### src/rtl/tmf_pkg.sv
// ---------------------------------------------------------------------------
// tmf_pkg: shared types and constants
// Widths, fixed divisors and the group descriptor word passed from the
// front end to the back end of the trimmed-mean filter.
// ---------------------------------------------------------------------------
package tmf_pkg;

   localparam int SAMPLE_W       = 16;
   localparam int CNT_W          = 8;
   localparam int SUM_W          = 24;
   localparam int VAL_W          = 13;
   localparam int DIVISOR_W      = 8;
   localparam int BLOCKS_PER_SET = 5;
   localparam int BLK_IDX_W      = 3;
   localparam int TRIM_SUM_W     = 16;
   localparam int TRIM_COUNT     = 3;
   localparam int QUEUE_DEPTH    = 2;
   localparam int WINDOW_LEN_DEF = 7;

   localparam logic [CNT_W-1:0] SAMPLES_PER_BLOCK_RST = 8'd20;

   // Divide by 10 as multiply by ceil(2^27 / 10), exact for values below 2^26.
   localparam int              RECIP_SHIFT = 27;
   localparam int              PROD_W      = 2 * SUM_W;
   localparam logic [SUM_W-1:0] RECIP_10   = 24'd13421773;

   // Divide by 3 as multiply by ceil(2^17 / 3), exact for values below 2^17.
   localparam int              RECIP_3_SHIFT = 17;
   localparam int              RECIP_3_W     = 16;
   localparam int              TRIM_PROD_W   = TRIM_SUM_W + RECIP_3_W;
   localparam logic [RECIP_3_W-1:0] RECIP_3  = 16'd43691;

   // One closed group: its sum and the divisor in effect when it closed.
   typedef struct packed {
      logic [SUM_W-1:0]     sum;
      logic [DIVISOR_W-1:0] divisor;
   } grp_entry_type;

   // Queue status, read by the front end (full) and the back end (empty).
   typedef struct packed {
      logic empty;
      logic full;
   } q_status_type;

endpackage

### src/rtl/trimmed_mean_moving_average_filter_top.sv
// ---------------------------------------------------------------------------
// trimmed_mean_moving_average_filter_top: proximity sample filter
// Group averaging, five-value trimmed mean and moving window average.
// ---------------------------------------------------------------------------
// Each accepted 16-bit sample is added to a running group sum. When the group
// count reaches samples_per_block (0 counts as 1; reset value 20) the group
// sum is divided by the group size and by ten into a 13-bit block value.
// Every fifth block value closes a set: the smallest and largest are dropped,
// the middle three averaged, and that trimmed mean replaces the oldest entry
// of a WINDOW_LEN deep window that starts all zero. One result word, the
// truncated window mean, is emitted per set; all other samples give none.
// Timing: the front end takes one sample word per cycle as long as the
// two-entry group queue has room. For each closed group the back end pops
// it, runs 24 serial divide steps by the group size, waits for the divider's
// registered done flag, scales the quotient by ten and folds the value into
// the set. Every fifth group then goes on to divide by three, advance the
// window, divide the window sum and load the result register.
// The divides by ten, by three and by the window length are reciprocal
// multiplies; only the divide by the group size is serial. A finished result
// waits in an output register while the back end goes on with the next
// group; the load waits only while an earlier result word is still held.
// Write samples_per_block only while the block is idle; the change applies at
// once and keeps the partial group.
// ---------------------------------------------------------------------------
module trimmed_mean_moving_average_filter_top #(
   parameter int WINDOW_LEN = tmf_pkg::WINDOW_LEN_DEF
) (
   input  logic                          clock,
   input  logic                          reset,
   input  logic                          req_valid,
   output logic                          req_ready,
   input  logic [tmf_pkg::SAMPLE_W-1:0]  req_sample,
   output logic                          rsp_valid,
   input  logic                          rsp_ready,
   output logic [tmf_pkg::VAL_W-1:0]     rsp_filtered_value,
   input  logic                          csr_wr_en,
   input  logic [tmf_pkg::CNT_W-1:0]     csr_wr_data
);
   import tmf_pkg::*;

   // group handoff between accumulator and sequencer
   q_status_type  q_status;
   grp_entry_type q_push_entry;
   grp_entry_type q_pop_entry;
   logic          q_push;
   logic          q_pop;

   // accumulate samples, close groups
   tmf_front u_front (
      .clock       (clock),
      .reset       (reset),
      .req_valid   (req_valid),
      .req_ready   (req_ready),
      .req_sample  (req_sample),
      .csr_wr_en   (csr_wr_en),
      .csr_wr_data (csr_wr_data),
      .q_status    (q_status),
      .q_push      (q_push),
      .q_entry     (q_push_entry)
   );

   // hold closed groups until the back end is free
   tmf_queue u_queue (
      .clock      (clock),
      .reset      (reset),
      .push       (q_push),
      .push_entry (q_push_entry),
      .pop        (q_pop),
      .pop_entry  (q_pop_entry),
      .status     (q_status)
   );

   // divide, trim, advance the window, emit
   tmf_back #(
      .WINDOW_LEN (WINDOW_LEN)
   ) u_back (
      .clock              (clock),
      .reset              (reset),
      .q_status           (q_status),
      .q_entry            (q_pop_entry),
      .q_pop              (q_pop),
      .rsp_valid          (rsp_valid),
      .rsp_ready          (rsp_ready),
      .rsp_filtered_value (rsp_filtered_value)
   );

endmodule

### src/rtl/tmf_front.sv
// ---------------------------------------------------------------------------
// tmf_front: sample accumulator
// Sums incoming samples, closes a group once its count reaches the group
// size and hands the closed group to the queue.
// ---------------------------------------------------------------------------
module tmf_front (
   input  logic                          clock,
   input  logic                          reset,
   input  logic                          req_valid,
   output logic                          req_ready,
   input  logic [tmf_pkg::SAMPLE_W-1:0]  req_sample,
   input  logic                          csr_wr_en,
   input  logic [tmf_pkg::CNT_W-1:0]     csr_wr_data,
   input  tmf_pkg::q_status_type         q_status,
   output logic                          q_push,
   output tmf_pkg::grp_entry_type        q_entry
);
   import tmf_pkg::*;

   logic [CNT_W-1:0] spb_ff, spb_in;
   logic [SUM_W-1:0] sum_ff, sum_in;
   logic [CNT_W-1:0] cnt_ff, cnt_in;
   logic [CNT_W-1:0] n_eff;
   logic [SUM_W-1:0] sum_next;
   logic [CNT_W-1:0] cnt_next;
   logic             accept;
   logic             close;

   assign req_ready = !q_status.full;
   assign accept    = req_valid && req_ready;
   // zero group size acts as one
   assign n_eff     = (spb_ff == '0) ? CNT_W'(1) : spb_ff;
   assign sum_next  = sum_ff + SUM_W'(req_sample);
   assign cnt_next  = cnt_ff + CNT_W'(1);
   assign close     = (cnt_next >= n_eff);

   assign q_push          = accept && close;
   assign q_entry.sum     = sum_next;
   assign q_entry.divisor = n_eff;

   always_comb begin
      spb_in = csr_wr_en ? csr_wr_data : spb_ff;
      sum_in = sum_ff;
      cnt_in = cnt_ff;
      if (accept) begin
         sum_in = close ? '0 : sum_next;
         cnt_in = close ? '0 : cnt_next;
      end
   end

   always_ff @(posedge clock) begin
      if (reset) begin
         spb_ff <= SAMPLES_PER_BLOCK_RST;
         sum_ff <= '0;
         cnt_ff <= '0;
      end else begin
         spb_ff <= spb_in;
         sum_ff <= sum_in;
         cnt_ff <= cnt_in;
      end
   end

endmodule

### src/rtl/tmf_queue.sv
// ---------------------------------------------------------------------------
// tmf_queue: group descriptor queue
// Short register queue that decouples the accumulator from the back end.
// ---------------------------------------------------------------------------
module tmf_queue (
   input  logic                   clock,
   input  logic                   reset,
   input  logic                   push,
   input  tmf_pkg::grp_entry_type push_entry,
   input  logic                   pop,
   output tmf_pkg::grp_entry_type pop_entry,
   output tmf_pkg::q_status_type  status
);
   import tmf_pkg::*;

   localparam int PTR_W = (QUEUE_DEPTH > 1) ? $clog2(QUEUE_DEPTH) : 1;
   localparam int FILL_W = $clog2(QUEUE_DEPTH + 1);

   grp_entry_type       slot_ff [QUEUE_DEPTH];
   logic [PTR_W-1:0]    wr_ptr_ff, wr_ptr_in;
   logic [PTR_W-1:0]    rd_ptr_ff, rd_ptr_in;
   logic [FILL_W-1:0]   fill_ff, fill_in;

   function automatic logic [PTR_W-1:0] ptr_inc(input logic [PTR_W-1:0] p);
      return (p == PTR_W'(QUEUE_DEPTH - 1)) ? '0 : p + PTR_W'(1);
   endfunction

   assign status.empty = (fill_ff == '0);
   assign status.full  = (fill_ff == FILL_W'(QUEUE_DEPTH));
   assign pop_entry    = slot_ff[rd_ptr_ff];

   always_comb begin
      wr_ptr_in = push ? ptr_inc(wr_ptr_ff) : wr_ptr_ff;
      rd_ptr_in = pop  ? ptr_inc(rd_ptr_ff) : rd_ptr_ff;
      fill_in   = fill_ff + FILL_W'(push) - FILL_W'(pop);
   end

   always_ff @(posedge clock) begin
      if (reset) begin
         wr_ptr_ff <= '0;
         rd_ptr_ff <= '0;
         fill_ff   <= '0;
      end else begin
         wr_ptr_ff <= wr_ptr_in;
         rd_ptr_ff <= rd_ptr_in;
         fill_ff   <= fill_in;
      end
   end

   always_ff @(posedge clock) begin
      if (push) begin
         slot_ff[wr_ptr_ff] <= push_entry;
      end
   end

endmodule

### src/rtl/tmf_div.sv
// ---------------------------------------------------------------------------
// tmf_div: serial divider
// Restoring divider, one quotient bit per cycle; quotient holds until the
// next start.
// ---------------------------------------------------------------------------
module tmf_div (
   input  logic                          clock,
   input  logic                          reset,
   input  logic                          start,
   input  logic [tmf_pkg::SUM_W-1:0]     dividend,
   input  logic [tmf_pkg::DIVISOR_W-1:0] divisor,
   output logic                          done,
   output logic [tmf_pkg::SUM_W-1:0]     quotient
);
   import tmf_pkg::*;

   localparam int STEP_W = $clog2(SUM_W);

   logic [SUM_W-1:0]     quo_ff, quo_in;
   logic [DIVISOR_W-1:0] rem_ff, rem_in;
   logic [DIVISOR_W-1:0] dsr_ff, dsr_in;
   logic [STEP_W-1:0]    step_ff, step_in;
   logic                 busy_ff, busy_in;
   logic                 done_ff, done_in;
   logic [DIVISOR_W:0]   trial;
   logic                 fits;

   assign trial    = {rem_ff, quo_ff[SUM_W-1]};
   assign fits     = (trial >= {1'b0, dsr_ff});
   assign done     = done_ff;
   assign quotient = quo_ff;

   always_comb begin
      quo_in  = quo_ff;
      rem_in  = rem_ff;
      dsr_in  = dsr_ff;
      step_in = step_ff;
      busy_in = busy_ff;
      done_in = 1'b0;
      if (start) begin
         quo_in  = dividend;
         rem_in  = '0;
         dsr_in  = divisor;
         step_in = STEP_W'(SUM_W - 1);
         busy_in = 1'b1;
      end else if (busy_ff) begin
         rem_in  = fits ? DIVISOR_W'(trial - {1'b0, dsr_ff}) : trial[DIVISOR_W-1:0];
         quo_in  = {quo_ff[SUM_W-2:0], fits};
         step_in = step_ff - STEP_W'(1);
         if (step_ff == '0) begin
            busy_in = 1'b0;
            done_in = 1'b1;
         end
      end
   end

   always_ff @(posedge clock) begin
      if (reset) begin
         busy_ff <= 1'b0;
         done_ff <= 1'b0;
      end else begin
         busy_ff <= busy_in;
         done_ff <= done_in;
      end
   end

   always_ff @(posedge clock) begin
      quo_ff  <= quo_in;
      rem_ff  <= rem_in;
      dsr_ff  <= dsr_in;
      step_ff <= step_in;
   end

endmodule

### src/rtl/tmf_back.sv
// ---------------------------------------------------------------------------
// tmf_back: block value, trimmed mean and window sequencer
// Turns each closed group into a block value, trims every set of five and
// keeps the moving window; drives the result register.
// ---------------------------------------------------------------------------
module tmf_back #(
   parameter int WINDOW_LEN = tmf_pkg::WINDOW_LEN_DEF
) (
   input  logic                       clock,
   input  logic                       reset,
   input  tmf_pkg::q_status_type      q_status,
   input  tmf_pkg::grp_entry_type     q_entry,
   output logic                       q_pop,
   output logic                       rsp_valid,
   input  logic                       rsp_ready,
   output logic [tmf_pkg::VAL_W-1:0]  rsp_filtered_value
);
   import tmf_pkg::*;

   localparam int WSUM_W      = VAL_W + $clog2(WINDOW_LEN + 1);
   // window divide as multiply by ceil(2^k / WINDOW_LEN); four spare bits
   // keep it exact for every window sum
   localparam int WIN_SHIFT   = WSUM_W + 4;
   localparam int WIN_RECIP_W = WIN_SHIFT + 1;
   localparam int WPROD_W     = WSUM_W + WIN_RECIP_W;
   localparam logic [WIN_RECIP_W-1:0] WIN_RECIP =
      WIN_RECIP_W'(((1 << WIN_SHIFT) + WINDOW_LEN - 1) / WINDOW_LEN);

   typedef enum logic [7:0] {
      ST_IDLE  = 8'b0000_0001,
      ST_DIVN  = 8'b0000_0010,
      ST_SCALE = 8'b0000_0100,
      ST_ACCUM = 8'b0000_1000,
      ST_DIV3  = 8'b0001_0000,
      ST_WIN   = 8'b0010_0000,
      ST_DIVW  = 8'b0100_0000,
      ST_WRITE = 8'b1000_0000
   } back_state_type;

   back_state_type         state_ff, state_in;
   logic [VAL_W-1:0]       bv_ff, bv_in;
   logic [BLK_IDX_W-1:0]   blk_ff, blk_in;
   logic [TRIM_SUM_W-1:0]  tot_ff, tot_in;
   logic [VAL_W-1:0]       lo_ff, lo_in;
   logic [VAL_W-1:0]       hi_ff, hi_in;
   logic [VAL_W-1:0]       tm_ff, tm_in;
   logic [VAL_W-1:0]       mean_ff, mean_in;
   logic [VAL_W-1:0]       win_ff [WINDOW_LEN];
   logic [WSUM_W-1:0]      wsum_ff, wsum_in;
   logic                   rsp_valid_ff, rsp_valid_in;
   logic [VAL_W-1:0]       rsp_data_ff, rsp_data_in;
   logic                   win_shift;
   logic [PROD_W-1:0]      prod;
   logic [TRIM_SUM_W-1:0]  trim_sum;
   logic [TRIM_PROD_W-1:0] trim_prod;
   logic [WPROD_W-1:0]     win_prod;
   logic [VAL_W-1:0]       win_new;

   logic                   div_start;
   logic [SUM_W-1:0]       div_dividend;
   logic [DIVISOR_W-1:0]   div_divisor;
   logic                   div_done;
   logic [SUM_W-1:0]       div_quot;

   tmf_div u_div (
      .clock    (clock),
      .reset    (reset),
      .start    (div_start),
      .dividend (div_dividend),
      .divisor  (div_divisor),
      .done     (div_done),
      .quotient (div_quot)
   );

   assign div_dividend       = q_entry.sum;
   assign div_divisor        = q_entry.divisor;
   assign prod               = PROD_W'(div_quot) * PROD_W'(RECIP_10);
   assign trim_sum           = tot_ff - TRIM_SUM_W'(lo_ff) - TRIM_SUM_W'(hi_ff);
   assign trim_prod          = TRIM_PROD_W'(trim_sum) * TRIM_PROD_W'(RECIP_3);
   assign win_prod           = WPROD_W'(wsum_ff) * WPROD_W'(WIN_RECIP);
   assign win_new            = tm_ff;
   assign rsp_valid          = rsp_valid_ff;
   assign rsp_filtered_value = rsp_data_ff;

   always_comb begin
      state_in     = state_ff;
      bv_in        = bv_ff;
      blk_in       = blk_ff;
      tot_in       = tot_ff;
      lo_in        = lo_ff;
      hi_in        = hi_ff;
      tm_in        = tm_ff;
      mean_in      = mean_ff;
      wsum_in      = wsum_ff;
      rsp_valid_in = rsp_valid_ff && !rsp_ready;
      rsp_data_in  = rsp_data_ff;
      win_shift    = 1'b0;
      q_pop        = 1'b0;
      div_start    = 1'b0;
      unique case (state_ff)
         ST_IDLE: begin
            if (!q_status.empty) begin
               q_pop     = 1'b1;
               div_start = 1'b1;
               state_in  = ST_DIVN;
            end
         end
         ST_DIVN: begin
            if (div_done) begin
               state_in = ST_SCALE;
            end
         end
         ST_SCALE: begin
            // divide by ten, keep 13 bits
            bv_in    = prod[RECIP_SHIFT +: VAL_W];
            state_in = ST_ACCUM;
         end
         ST_ACCUM: begin
            if (blk_ff == '0) begin
               tot_in = TRIM_SUM_W'(bv_ff);
               lo_in  = bv_ff;
               hi_in  = bv_ff;
            end else begin
               tot_in = tot_ff + TRIM_SUM_W'(bv_ff);
               lo_in  = (bv_ff < lo_ff) ? bv_ff : lo_ff;
               hi_in  = (bv_ff > hi_ff) ? bv_ff : hi_ff;
            end
            if (blk_ff == BLK_IDX_W'(BLOCKS_PER_SET - 1)) begin
               blk_in   = '0;
               state_in = ST_DIV3;
            end else begin
               blk_in   = blk_ff + BLK_IDX_W'(1);
               state_in = ST_IDLE;
            end
         end
         ST_DIV3: begin
            // drop min and max, divide the middle three by three
            tm_in    = trim_prod[RECIP_3_SHIFT +: VAL_W];
            state_in = ST_WIN;
         end
         ST_WIN: begin
            // drop the oldest, add the newest
            win_shift = 1'b1;
            wsum_in   = wsum_ff + WSUM_W'(win_new) - WSUM_W'(win_ff[0]);
            state_in  = ST_DIVW;
         end
         ST_DIVW: begin
            mean_in  = win_prod[WIN_SHIFT +: VAL_W];
            state_in = ST_WRITE;
         end
         ST_WRITE: begin
            if (!rsp_valid_ff || rsp_ready) begin
               rsp_valid_in = 1'b1;
               rsp_data_in  = mean_ff;
               state_in     = ST_IDLE;
            end
         end
         default: begin
            state_in = ST_IDLE;
         end
      endcase
   end

   always_ff @(posedge clock) begin
      if (reset) begin
         state_ff     <= ST_IDLE;
         blk_ff       <= '0;
         wsum_ff      <= '0;
         rsp_valid_ff <= 1'b0;
      end else begin
         state_ff     <= state_in;
         blk_ff       <= blk_in;
         wsum_ff      <= wsum_in;
         rsp_valid_ff <= rsp_valid_in;
      end
   end

   always_ff @(posedge clock) begin
      bv_ff       <= bv_in;
      tot_ff      <= tot_in;
      lo_ff       <= lo_in;
      hi_ff       <= hi_in;
      tm_ff       <= tm_in;
      mean_ff     <= mean_in;
      rsp_data_ff <= rsp_data_in;
   end

   // window starts all zero
   always_ff @(posedge clock) begin
      if (reset) begin
         for (int i = 0; i < WINDOW_LEN; i++) begin
            win_ff[i] <= '0;
         end
      end else if (win_shift) begin
         for (int i = 0; i < WINDOW_LEN - 1; i++) begin
            win_ff[i] <= win_ff[i + 1];
         end
         win_ff[WINDOW_LEN - 1] <= win_new;
      end
   end

endmodule
### config.mk
export PLATFORM = sky130hd
export DESIGN_NAME = trimmed_mean_moving_average_filter_top
export DESIGN_NICKNAME = d
export VERILOG_FILES = /design/src/rtl/tmf_pkg.sv /design/src/rtl/trimmed_mean_moving_average_filter_top.sv /design/src/rtl/tmf_front.sv /design/src/rtl/tmf_queue.sv /design/src/rtl/tmf_div.sv /design/src/rtl/tmf_back.sv
export SDC_FILE = /design/constraint.sdc
export NUM_CORES = 2
export LEC_CHECK = 0
export ABC_AREA = 1
export BUFFER_PORTS_ARGS = -buffer_cell sky130_fd_sc_hd__buf_2
export CAP_MARGIN = 0
export CORE_MARGIN = 3
export CORE_UTILIZATION = 60
export DETAILED_ROUTE_END_ITERATION = 6
export GPL_ROUTABILITY_DRIVEN = 0
export PLACE_DENSITY = 0.76
export SYNTH_ARGS = -nofsm -noshare
export SYNTH_HDL_FRONTEND = slang
export SYNTH_SLANG_ARGS = --single-unit
### constraint.sdc
create_clock -name clock -period 8.2 [get_ports clock]
set_input_delay 1.64 -clock clock [delete_from_list [all_inputs] [get_ports clock]]
set_output_delay 1.64 -clock clock [all_outputs]
set_load 0.01 [all_outputs]
# After elaboration in Yosys (flattened, before gate mapping)
# Memories as Yosys holds them, arrays and structs flattened. A register that Yosys moved wholly into a read port is not among the register bits.
# Cells that the tools add are included.
[op_classes]
n_bitwise = 8
n_lt_le_gt_ge = 4
n_mul = 3
div = 0
n_shift = 0
n_reduce_logical = 19
mux = 44
eq_ne = 13
n_addsub = 14
[ops]
columns = ["cell", "n"]
rows = [
  ["$mux 13", 12],
  ["$mux 24", 3],
  ["$pmux 8 s8", 1],
  ["$mux 8", 6],
  ["$sub 16x13->16", 3],
  ["$mul 24x24->40 const B", 1],
  ["$mul 16x18->33 const B", 1],
  ["$add 16x13->16", 2],
  ["$mul 16x16->30 const B", 1],
  ["$add 24x16->24", 1],
  ["$mux 1", 20],
  ["$gt 13x13->1", 1],
  ["$lt 13x13->1", 1],
  ["$ge 9x8->1", 1],
  ["$add 8x1->8 const B", 1],
  ["$eq 8x1->1 const B", 1],
  ["$eq 8x2->1 const B", 1],
  ["$eq 8x3->1 const B", 1],
  ["$eq 8x4->1 const B", 1],
  ["$eq 8x5->1 const B", 1],
  ["$eq 8x6->1 const B", 1],
  ["$eq 8x7->1 const B", 1],
  ["$eq 8x8->1 const B", 1],
  ["$ge 8x8->1", 1],
  ["other kinds (25)", 41],
]
[totals]
mem_bits_ro = 0
latchBits = 0
mem_bits_rw = 155
memories = 2
reg_bits = 213
elab_cells = 131
[mem_list]
columns = ["memory", "depth", "word_bits", "read_ports", "rd_clocked_by_memory_dff", "write_ports", "line_no", "text"]
rows = [
  ["u_back.win_ff", 7, 13, 7, 0, 7, "tmf_back.sv:48", "logic [VAL_W-1:0] win_ff [WINDOW_LEN];"],
  ["u_queue.slot_ff", 2, 32, 1, 1, 1, "tmf_queue.sv:19", "grp_entry_type slot_ff [QUEUE_DEPTH];"],
]

# Depth between registers and ports, before layout
[logic_depth]
depth_word = 6
depth_mapped = 33
mapped_depth_nobuf = 33

# Cells and area by module
# From an unflattened synthesis, not the netlist that was laid out.
[hier_totals]
hier_cells = 4357
hier_area_um2 = 38212.9
[by_module_without_submodules]
columns = ["mod", "cells_per_inst", "n_inst", "seq_area_each_um2", "area_per_inst_um2"]
rows = [
  ["tmf_back", 3397, 1, 6115.9, 29808.6],
  ["tmf_front", 556, 1, 800.8, 3349.5],
  ["tmf_queue", 131, 1, 2021.9, 2690.1],
  ["tmf_div", 273, 1, 1261.2, 2364.8],
]

# Least setup slack after synthesis
# No wires, ideal clock.
[synth_path]
path_kind = "register to register"
from = "reg u_back.lo_ff[3]"
to = "reg u_back.tm_ff[9], data pin"
path_buffers = 0
path_slack_ps = 1895
arrival_ps = 6053
stages_incl_launch_ff = 32
setup_time_ps = 252
path_cell_list = "edfxtp_1 -> inv_1 -> fa_1 -> ha_1 -> a21oi_1 -> o21ai_0 -> nand2_1 -> nand3_1 -> nand2_1 -> nand2_1 -> a21o_1 -> nand2_1 -> nand2_1 -> ha_1 -> ha_1 -> inv_1 -> fa_1 -> inv_1 -> fa_1 -> fa_1 -> inv_1 -> fa_1 -> inv_1 -> ha_1 -> nand2_1 -> nor2_1 -> inv_1 -> o21bai_1 -> inv_1 -> o21a_1 -> nand3_1 -> nand2_1"
[synth_via]
elab_chain_len = 3
[synth_lines]
columns = ["element", "line_no", "text"]
rows = [
  ["start, declared", "tmf_back.sv:44", "logic [VAL_W-1:0] lo_ff, lo_in;"],
  ["start signal, assigned", "tmf_back.sv:181", "lo_ff <= lo_in;"],
  ["$sub 16x13->16 (2 in series)", "tmf_back.sv:78", "assign trim_sum = tot_ff - TRIM_SUM_W'(lo_ff) - TRIM_SUM_W'(hi_ff);"],
  ["$mul 16x16->30", "tmf_back.sv:79", "assign trim_prod = TRIM_PROD_W'(trim_sum) * TRIM_PROD_W'(RECIP_3);"],
  ["named net u_back.trim_prod[26]", "tmf_back.sv:55", "logic [TRIM_PROD_W-1:0] trim_prod;"],
  ["end signal, assigned", "tmf_back.sv:183", "tm_ff <= tm_in;"],
  ["end, declared", "tmf_back.sv:46", "logic [VAL_W-1:0] tm_ff, tm_in;"],
]
# The timed path passes the listed nets, and every way through them passes these cells.
# A chain may end at the register's enable or synchronous reset.

# Worst setup path in the final report
[layout_path]
from = "reg u_back.lo_ff[4]"
to = "reg u_back.tm_ff[12], data pin"
# The elaborated chain is that of the path after synthesis.

==> run_results.csv <==
group,metric,value,unit
hold_path,hp-start,"u_back.mean_ff[9]$_DFFE_PP_",
clock_network,cts_root_buf,"clkbuf_16",
worst_setup_path,cp-start-kind,"register",
yosys,avgSynthCellArea,8.78,sq um
worst_setup_path,cp_slowest_stage_delay,0.50,ns
drt,drtIter0Drc,2268,
yosys,synthArstFlopShare,0,%
floorplanning,pin_count,44,
yosys,syn-num-nets,5178,
finish,nNetsFinal,5230,
sta,finClkSkew,0.0342,ns
clock_network,cts.sinks,369,
worst_setup_path,rrSetupSlack,1.31,ns
drt,wl_per_cell,16.5,um
worst_setup_path,cp_data_arrival_time,7.22,ns
worst_setup_path,crit_buf_inv,6,
worst_setup_path,cp-startpoint,"u_back.lo_ff[4]$_DFFE_PP_",
global_routing,grt_overflow_total,0,
global_routing,grt_max_degree,89,
floorplanning,fp.coreArea,60800,sq um
yosys,syn-cell-area,37200,sq um
clock_network,cts-buffers-inserted,41,
yosys,synthCells,4241,
finish,fillers,4951,
worst_setup_path,critPathTopFamily,"adder cells",
worst_setup_path,worst-path-max-fanout,4,
clock_network,post_cts_buffers,0,
sta,tns,0,ns
placement,pre_cts_ws,1.31,ns
run,drv_cap,0,
worst_setup_path,cp_data_required_time,8.53,ns
sta,setup_slack,1.31,ns
clock_network,clk_latency,0.59,ns
clock_network,htreeDepth,2,
sta,drv_slew,0,
finish,drive_gt1_share,3.42,%
sta,fmax,0.145,GHz
worst_setup_path,r2r-start,"u_back.lo_ff[4]$_DFFE_PP_",
drt,via_per_inst,5.39,
placement,portBuffers,43,
clock_network,cts_tree,"built",
hold_path,hold_class,"register to register",
clock_network,cts_hold_buffers,0,
worst_setup_path,worst-setup-path-type,"register to register",
yosys,synth_edf_count,281,
sta,finalHoldViolCount,0,
floorplanning,rows,90,
drt,antenna_left,0,
hold_path,hold_depth,0,
worst_setup_path,slowest_stage,"fa_1",
clock_network,cts_resized,0,
sta,slew_headroom,26.5,%
sta,tightest_slew,1.10,ns
sta,rsz0062_at_grt,"false",
sta,period_share,84.0,%
finish,post-route-util,65.2,%
clock_network,cts_buffer_depth,3,
global_routing,first_global_vias,27300,
finish,layout_common_cells,"1,045 x inv_1, 706 x nand2_1, 548 x ha_1",
floorplanning,dieArea,65100,sq um
status,status,"completed",
yosys,ys.flop_type,"edfxtp_1",
floorplanning,die_h,255,um
drt,drt_drc_violations_left,0,
yosys,ys_ff_latch,369,
global_routing,antenna_found_initial,2,
clock_network,clk_pin_slew,0.07,ns
hold_path,min_to,"u_back.rsp_filtered_value[9]$_DFFE_PP_",
drt,drt_pass1_iterations,5,
worst_setup_path,rr_endpoint,"u_back.tm_ff[12]$_DFFE_PP_",
sta,setup_violations,0,
finish,fin_cells,5109,
yosys,synth_cell_type_count,49,
worst_setup_path,crit_path_end_kind,"register",
finish,layout_commonest_cell,"inv_1",
global_routing,grt_util_all_layers,26.7,%
global_routing,grt_pass1_wl,137,mm
floorplanning,die_w,255,um
yosys,seq_area_frac_synth,27.4,%
worst_setup_path,r2r_cells,26,
worst_setup_path,path_common_cell,"inv_1",
finish,area_growth,6.57,%
placement,place_inst,5032,
drt,via_count,27600,
placement,place_hpwl,68.9,mm
yosys,synth_warnings,0,
floorplanning,start_util,61.2,%
drt,routed_wirelength,84.5,mm
sta,period_needed,6.89,ns
## per-layer routing
metal / vias up / wire [um] / track usage, %
met5: - / 11 / 0
met4: 2 / 3130 / 9.64
met3: 181 / 4660 / 4.05
met2: 721 / 39400 / 44.2
met1: 13100 / 37300 / 36.0
li1: 13500 / - / -
## how the worst max path moves through the flow
stage	slack [ns]	depth (start not counted)	endpoint
final	1.31	26	u_back.tm_ff[12]$_DFFE_PP_
after global routing	0.75	28	u_back.tm_ff[11]$_DFFE_PP_
after CTS	1.30	28	u_back.tm_ff[11]$_DFFE_PP_
after detailed placement	1.31	28	u_back.tm_ff[11]$_DFFE_PP_
after global placement	1.34	29	u_back.tm_ff[9]$_DFFE_PP_
after floorplan	1.89	31	u_back.tm_ff[9]$_DFFE_PP_
## worst register-to-register path, cell delays in order (launching register included)
cell,delay (ns)
edfxtp_1,0.36
inv_1,0.10
fa_1,0.45
ha_1,0.38
a21oi_1,0.20
o21ai_0,0.15
a21o_1,0.19
xnor2_1,0.34
inv_1,0.17
ha_1,0.34
ha_1,0.34
inv_1,0.07
o21ai_0,0.20
inv_1,0.09
fa_1,0.49
inv_1,0.05
fa_1,0.48
fa_1,0.50
ha_1,0.30
ha_1,0.38
nand2_1,0.12
nor2_1,0.12
inv_1,0.10
nor4_1,0.39
nand3_1,0.17
nand3_1,0.10
nand2_1,0.06
## sequential cells by signal, summed over array words and instances, names as in the netlist, 2 cells and up, named ones only
name / cells
u_back.u_div.step_ff: 5
u_back.u_div.dsr_ff: 8
u_back.u_div.quotient: 24
u_front.spb_ff: 8
u_back.bv_ff: 13
u_back.rsp_filtered_value: 13
u_queue.slot_ff: 64
u_back.tot_ff: 16
u_back.blk_ff: 3
u_front.sum_ff: 24
u_back.wsum_ff: 16
u_back.mean_ff: 13
u_back.tm_ff: 13
u_back.win_ff: 91
u_front.cnt_ff: 8
u_back.u_div.rem_ff: 8
u_back.lo_ff: 13
u_back.state_ff: 8
u_back.hi_ff: 13
u_queue.fill_ff: 2
## per-stage QoR
step	hold WS (ns)	instance area (sq um)
3_3_place_gp	0.401	38300
6_report	0.409	39700
4_1_cts	0.410	39700
2_1_floorplan	0.400	37200
5_1_grt	0.424	39700
3_5_place_dp	0.405	38300
## kinds of logic (layout without fill, tap and decap cells)
group	Yosys count	in the layout	synth area share [%]
other cells	0	1	0
buf+inv	1094	1179	11.2
compound gates	467	467	7.01
xor+xnor	79	79	1.88
flops	369	369	27.4
simple gates	1324	1324	14.7
fa+ha+maj	908	908	37.8
## synthesized netlist by cell type, drive strengths merged (5+ instances only)
| cell type | count | area (sq um) |
|---|---|---|
| o21a | 7 | 52.6 |
| edfxtp | 281 | 8440 |
| fa | 360 | 7210 |
| o211ai | 5 | 42.5 |
| a21boi | 6 | 45.0 |
| o21bai | 17 | 128 |
| xnor2 | 33 | 289 |
| a21oi | 215 | 1080 |
| a22oi | 17 | 128 |
| a31oi | 38 | 238 |
| nand3 | 145 | 741 |
| or2 | 8 | 50.1 |
| nand3b | 10 | 75.1 |
| dfxtp | 88 | 1760 |
| nor2 | 339 | 1280 |
| nor4 | 13 | 96.3 |
| nand2 | 710 | 2680 |
| a21o | 21 | 158 |
| nor3 | 47 | 235 |
| nand4 | 41 | 257 |
| inv | 1047 | 3930 |
| o21ai | 129 | 649 |
| o22ai | 6 | 37.5 |
| ha | 548 | 6860 |
| and2 | 8 | 50.1 |
| clkbuf | 28 | 105 |
| buf | 19 | 126 |
| xor2 | 46 | 410 |
## cell type report
cell class	count	area, sq um	share of cell area (%)
inverter	1047	3930	9.91
tap	782	978	2.47
antenna	1	2.50	0.00631
multi-input combinational	2778	22900	57.7
sequential	369	10200	25.7
clock inverter	23	282	0.710
timing repair buffer	56	313	0.789
clock buffer	53	1070	2.70
Power is not shown: default switching activity piles up to over one toggle a cycle in this logic, so the estimate is an artifact.
